==> config.mk <==
export PLATFORM = sky130hd
export DESIGN_NAME = rms_ctrl
export DESIGN_NICKNAME = d
export VERILOG_FILES = /design/src/hw/rtl/rms_pkg.sv /design/src/hw/rtl/rms_ctrl.sv
export SDC_FILE = /design/constraint.sdc
export NUM_CORES = 1
export LEC_CHECK = 0
export ABC_AREA = 1
export BUFFER_PORTS_ARGS = -buffer_cell sky130_fd_sc_hd__buf_2
export CAP_MARGIN = 15
export CORE_AREA = 2 2 39 41
export CTS_CLUSTER_SIZE = 24
export DETAILED_ROUTE_END_ITERATION = 16
export DIE_AREA = 0 0 41 43
export PLACE_DENSITY = 0.63
export RECOVER_POWER = 100
export SYNTH_ARGS = -nofsm -noshare
export SYNTH_HDL_FRONTEND = slang
export SYNTH_SLANG_ARGS = --single-unit
==> constraint.sdc <==
create_clock -name clk_i -period 2.2 [get_ports clk_i]
set_input_delay 0.11 -clock clk_i [delete_from_list [all_inputs] [get_ports clk_i]]
set_output_delay 0.11 -clock clk_i [all_outputs]
set_load 0.05 [all_outputs]
==> src/hw/rtl/rms_pkg.sv <==
// Shared types, constants and codes for the rolling mean / standard deviation block.
package rms_pkg;

  // Field widths of one request and one result
  localparam int unsigned PRICE_W = 24;
  localparam int unsigned DAY_W   = 27;
  localparam int unsigned TOD_W   = 18;
  localparam int unsigned MS_W    = 10;
  localparam int unsigned TS_W    = 57;
  localparam int unsigned OUT_W   = 24;
  localparam int unsigned LEN_W   = 9;

  // Accumulator and arithmetic widths
  localparam int unsigned SUM_W  = 32;
  localparam int unsigned SQ_W   = 56;
  localparam int unsigned SQ_HW  = SQ_W / 2;
  localparam int unsigned VAR_W  = 64;
  localparam int unsigned ROOT_W = VAR_W / 2;

  // Timestamp packing scales
  localparam longint unsigned DAY_SCALE = 64'd1000000000;
  localparam longint unsigned TOD_SCALE = 64'd1000;

  // Register reset value and parameter defaults
  localparam logic [LEN_W-1:0] WIN_LEN_RESET   = 9'd30;
  localparam int unsigned      DEF_MAX_WINDOW  = 256;
  localparam int unsigned      DEF_PRICE_BITS  = 24;

  // Configuration register index (word address bit 2)
  typedef enum logic {
    REG_WINDOW_LENGTH = 1'b0
  } reg_idx_e;

  typedef struct packed {
    logic [PRICE_W-1:0] price;
    logic [DAY_W-1:0]   trading_day;
    logic [TOD_W-1:0]   time_of_day;
    logic [MS_W-1:0]    millisec;
    logic               first_of_series;
  } in_req_t;

  typedef struct packed {
    logic [TS_W-1:0]  timestamp;
    logic [OUT_W-1:0] mean_price;
    logic [OUT_W-1:0] std_dev;
  } out_req_t;

  typedef enum logic [3:0] {
    ST_IDLE,
    ST_FETCH,
    ST_SQUARE,
    ST_UPDATE,
    ST_MUL_LO,
    ST_MUL_HI,
    ST_ADD,
    ST_VAR,
    ST_START,
    ST_ROOT,
    ST_SD_START,
    ST_SD_DIV,
    ST_EMIT
  } state_e;

  // Controller to datapath commands
  typedef struct packed {
    logic capture;
    logic fetch;
    logic square;
    logic update;
    logic mul_lo;
    logic mul_hi;
    logic add_a;
    logic clamp;
    logic start_root;
    logic start_sd;
    logic load_out;
  } cmd_t;

  // Datapath to controller status
  typedef struct packed {
    logic emit;
    logic root_done;
    logic div_done;
    logic out_full;
  } sts_t;

endpackage

==> src/hw/rtl/rms_ctrl.sv <==
// Sequencing state machine for the rolling statistics datapath.
module rms_ctrl
  import rms_pkg::*;
(
  input  logic clk_i,
  input  logic rst_ni,
  input  logic in_valid_i,
  output logic in_stall_o,
  input  sts_t sts_i,
  output cmd_t cmd_o
);

  state_e state_q, state_d;

  always_ff @(posedge clk_i or negedge rst_ni) begin
    if (!rst_ni) state_q <= ST_IDLE;
    else         state_q <= state_d;
  end

  // Next state
  always_comb begin
    state_d = state_q;
    case (state_q)
      ST_IDLE:     if (in_valid_i) state_d = ST_FETCH;
      ST_FETCH:    state_d = ST_SQUARE;
      ST_SQUARE:   state_d = ST_UPDATE;
      ST_UPDATE:   state_d = sts_i.emit ? ST_MUL_LO : ST_IDLE;
      ST_MUL_LO:   state_d = ST_MUL_HI;
      ST_MUL_HI:   state_d = ST_ADD;
      ST_ADD:      state_d = ST_VAR;
      ST_VAR:      state_d = ST_START;
      ST_START:    state_d = ST_ROOT;
      ST_ROOT:     if (sts_i.root_done && sts_i.div_done) state_d = ST_SD_START;
      ST_SD_START: state_d = ST_SD_DIV;
      ST_SD_DIV:   if (sts_i.div_done) state_d = ST_EMIT;
      ST_EMIT:     if (!sts_i.out_full) state_d = ST_IDLE;
      default:     state_d = ST_IDLE;
    endcase
  end

  // Outputs
  always_comb begin
    cmd_o      = '0;
    in_stall_o = 1'b1;
    case (state_q)
      ST_IDLE: begin
        in_stall_o  = 1'b0;
        cmd_o.capture = in_valid_i;
      end
      ST_FETCH:    cmd_o.fetch      = 1'b1;
      ST_SQUARE:   cmd_o.square     = 1'b1;
      ST_UPDATE:   cmd_o.update     = 1'b1;
      ST_MUL_LO:   cmd_o.mul_lo     = 1'b1;
      ST_MUL_HI:   cmd_o.mul_hi     = 1'b1;
      ST_ADD:      cmd_o.add_a      = 1'b1;
      ST_VAR:      cmd_o.clamp      = 1'b1;
      ST_START:    cmd_o.start_root = 1'b1;
      ST_SD_START: cmd_o.start_sd   = 1'b1;
      ST_EMIT:     cmd_o.load_out   = !sts_i.out_full;
      default: begin
        cmd_o = '0;
      end
    endcase
  end

endmodule

* Word level (Yosys, flattened, before mapping) *
Cells that the tools add are included.

cells by class
  reduce and logical (&&, ||, !) cells = 4
  multiplexer cells = 18
  eq/ne operators = 16

operators with widths
  operator            number
  $pmux 4 s13         1
  $eq 4x4->1 const B  5
  $eq 4x3->1 const B  4
  $mux 4              4
  $mux 1              12
  $eq 4x2->1 const B  2
  $ne 2x2->1 const B  4
  $eq 4x1->1 const B  1
  $logic_not 4->1     1
  $reduce_and 4->1    1
  $mux 3              1
  $logic_and 1x1->1   1
  $logic_not 1->1     1

storage, ports and cells
  register bits = 4

* Logic depth before layout (Yosys ltp) *
  depth after elaboration = 3
  mapped depth = 7
  depth with buffers taken out = 7

* Worst setup path after synthesis *
Ideal clock, no wire load.

  path kind = register to output
  start = register state_q[2]
  end = output port cmd_o[10] (netlist name)
  arrival = 1.722 ns
  stages on the path, launching flop included = 4
  path slack = 0.368 ns
  cell sequence = dfrtp_1 nor2_1 nand2_1 nor2_1

RTL lines
  what                      line            source
  start: declaration        rms_ctrl.sv:13  state_e state_q, state_d;
  start signal: assignment  rms_ctrl.sv:17  else state_q <= state_d;
  end: declaration          rms_ctrl.sv:10  output cmd_t cmd_o

==> metrics.md <==
| Metric | Value |
|---|---|
| Hold_buf cts | `1` |
| Largest buffer count on any clock path | `2` |
| CTS tree | `done` |
| Synth cell types | `17` |
| # clock sinks | `4` |
| Largest net degree at the start of global routing | `8` |
| Ys flop type | `dfrtp_1` |
| Area Growth Syn to Fin | `34.5%` |
| Number of synthesized flops with an enable pin | `0` |
| Clock transition at the registers of the reported paths | `0.04 ns` |
| IO Count | `19` |
| Die Y | `43 um` |
| Synth top area cells | `dfrtp_1 (29%), nor2_1 (16%), inv_1 (12%)` |
| Worst path bufs/invs | `2` |
| Vias per inst | `4.21` |
| FFs w/ async S/R, synth | `1.00` |
| Post-CTS Resized | `0` |
| Pint | `0.291 mW` |
| Power Density | `1770 nW/um2` |
| Synth warn | `0` |
| Die W | `41 um` |
| Post-Place Worst Slack | `0.970 ns` |
| Worst R2R End | `state_q[2]` |
| Post-Syn Instances | `57` |
| Mapped Avg Cell Area | `6.04 um2` |
| Worst setup margin | `0.509 ns` |
| Overflow after GRT | `0` |
| Crit path DAT | `1.58 ns` |
| Crit-path leading delay family | `buffers and inverters` |
| Seq/Total Area, Yosys | `0.291` |
| Worst-path cell chain | `nor2_1 > inv_1 > nor2_1 > clkbuf_1` |
| Root buffer cell | `clkbuf_4` |
| Top flop regs | `state_q (4)` |
| Setup TNS | `0 ns` |
| Fmax | `0.591 GHz` |
| Worst Path Max Fanout | `7` |
| Clk Latency, worst-skew pair | `0.23 ns` |
| Startpoint types | `flop` |
| Top-count cell post-synth | `nor2_1` |
| Final hold viol count | `0` |
| Critical Path RT | `2.09 ns` |
| Residual DRC | `0` |
| CP max-delay cell | `clkbuf_1` |
| Post-synth top area cell | `dfrtp_1` |
| Clock power frac | `0.109` |
| ANT cells | `0` |
| Largest Register | `state_q` |
| Post-route cell area | `463 um2` |
| Worst hold path startpoint | `sts_i[1]` |
| Normalized max-slew margin | `0.602` |
| First-pass GRT wire length | `1240 um` |
| HP Class | `input port to flop` |
| Leakage | `0.243 nW` |
| Comb power frac | `0.685` |
| Post-DP Area | `454 um2` |
| Number of setup buffers added after CTS | `0` |
| Setup crit end kind | `output port` |
| Final min period | `1.69 ns` |
| Switch share | `0.645` |
| Kind of critical path | `flop to output port` |
| CTS Buf Count | `3` |
| Post-route clock skew | `0.00208 ns` |
| Routed Antenna Nets | `0` |
| Cell area after synthesis | `344 um2` |
| Share of cells above drive strength 1 | `0.165` |
| Crit-path max cell delay | `0.47 ns` |
| Worst Hold Depth | `4` |
| Period utilisation layout | `0.769` |
| Core box area | `1380 um2` |
| Synth top area share | `0.291` |
| R2R Setup Slk | `1.04 ns` |
| Layout Nets | `88` |
| CP most frequent cell | `nor2_1` |
| Slew Viols, Final | `0` |
| All-Layer GR Usage | `0.104` |
| Row count | `14` |
| Via count | `400` |
| Reg-to-reg startpoint | `state_q[3]` |
| End of the worst hold path | `state_q[1]` |
| Final WL | `846 um` |
| Vias in the first global route | `339` |
| Hpwl dp | `683 um` |
| Worst Max-Slew Pin Slew | `0.600 ns` |
| Starting Density | `0.249` |
| IO buf count | `18` |
| Die Footprint | `1760 um2` |
| H-tree levels | `1` |
| Peak VDD IR | `0.000679 V` |
| Status | `completed` |
| Final setup viols | `0` |
| Gpl congestion | `0.822` |
| Synth Register Bits | `4` |
| Pre-antenna DRT Iters | `4` |
| Part of the power in registers | `0.206` |
| Max cap viols | `0` |
| Post-DR wirelength/cell | `8.91 um` |
| Syn Nets | `64` |
| Unrepaired setup endpoints after global routing | `no` |
| Iter 0 DRT Violations | `5` |
| Initial antenna violation count | `0` |
| Max FFs per register | `4` |
| Psw | `0.530 mW` |
| Commonest cells post-synth | `nor2_1 (15), inv_1 (11), nand2_1 (9)` |
| FF-to-FF path depth | `6` |
[per-layer routing]
layer | vias to the layer above | GRT usage | routed length, um
met2 | 17 | 0.147 | 330
met4 | 0 | 0.0800 | 14
met5 | - | 0 | 0
met1 | 161 | 0.134 | 437
li1 | 220 | - | -
met3 | 2 | 0.0157 | 63
[cell families after synthesis]
family	synth area share
DFF	0.291
buffers and inverters	0.145
and+or+nand+nor	0.502
AOI/OAI and AO/OA	0.0618
[area by class of cell]
type                            instances  area [um2]
Timing Repair Buffer                   19        83.8
Clock buffer                            3        22.5
Sequential cell                         4         100
Multi-Input combinational cell         40         186
Tap cell                               16        20.0
Fill cell                             156         921
Inverter                               13        50.0
[metrics by stage]
| stage | hold WS, ns | power (mW) | instances | utilization |
|---|---|---|---|---|
| detailed placement | -0.0833 | 0.756 | 91 | 0.328 |
| global route | 0.184 | 0.889 | 95 | 0.335 |
| finish | 0.165 | 0.821 | 95 | 0.335 |
| floorplan | -0.186 | 0.635 | 57 | - |
| CTS | 0.162 | 0.853 | 95 | 0.352 |
| global placement | -0.0828 | 0.752 | 91 | 0.328 |
[power by group through the flow]
stage          registers [mW]  clock network (mW)  logic (mW)
6_report                0.169              0.0897       0.562
3_3_place_gp            0.170                   0       0.583
4_1_cts                 0.171              0.0955       0.587
5_1_grt                 0.174               0.104       0.611
2_1_floorplan           0.162                   0       0.473
3_5_place_dp            0.171                   0       0.584
[worst min-delay path, cell delays in order]
cell	delay [ns]
buf_2	0.08
inv_1	0.04
nand4_1	0.08
nand2_1	0.05
[layout by cell type, fill, tap and decap left out, drive strengths merged]
| cell | n |
|---|---|
| nor3 | 2 |
| dlygate4sd3 | 1 |
| clkinv | 2 |
| a21oi | 1 |
| a31oi | 1 |
| inv | 11 |
| nor2 | 17 |
| o21ai | 2 |
| nand2 | 12 |
| dfrtp | 4 |
| buf | 5 |
| clkbuf | 16 |
| nand3 | 4 |
| nand4 | 1 |
[worst max-delay path by stage]
stage / slack (ns) / to / cells past startpoint / from
after global routing: 0.42 / cmd_o[7] / 4 / state_q[2]
after global placement: 0.98 / cmd_o[0] / 4 / state_q[1]
after CTS: 0.71 / cmd_o[0] / 4 / state_q[1]
after floorplan: 0.37 / cmd_o[10] / 3 / state_q[2]
after detailed placement: 0.97 / cmd_o[0] / 4 / state_q[1]
final: 0.51 / cmd_o[9] / 4 / state_q[3]
(Power assumes the default switching activity.)
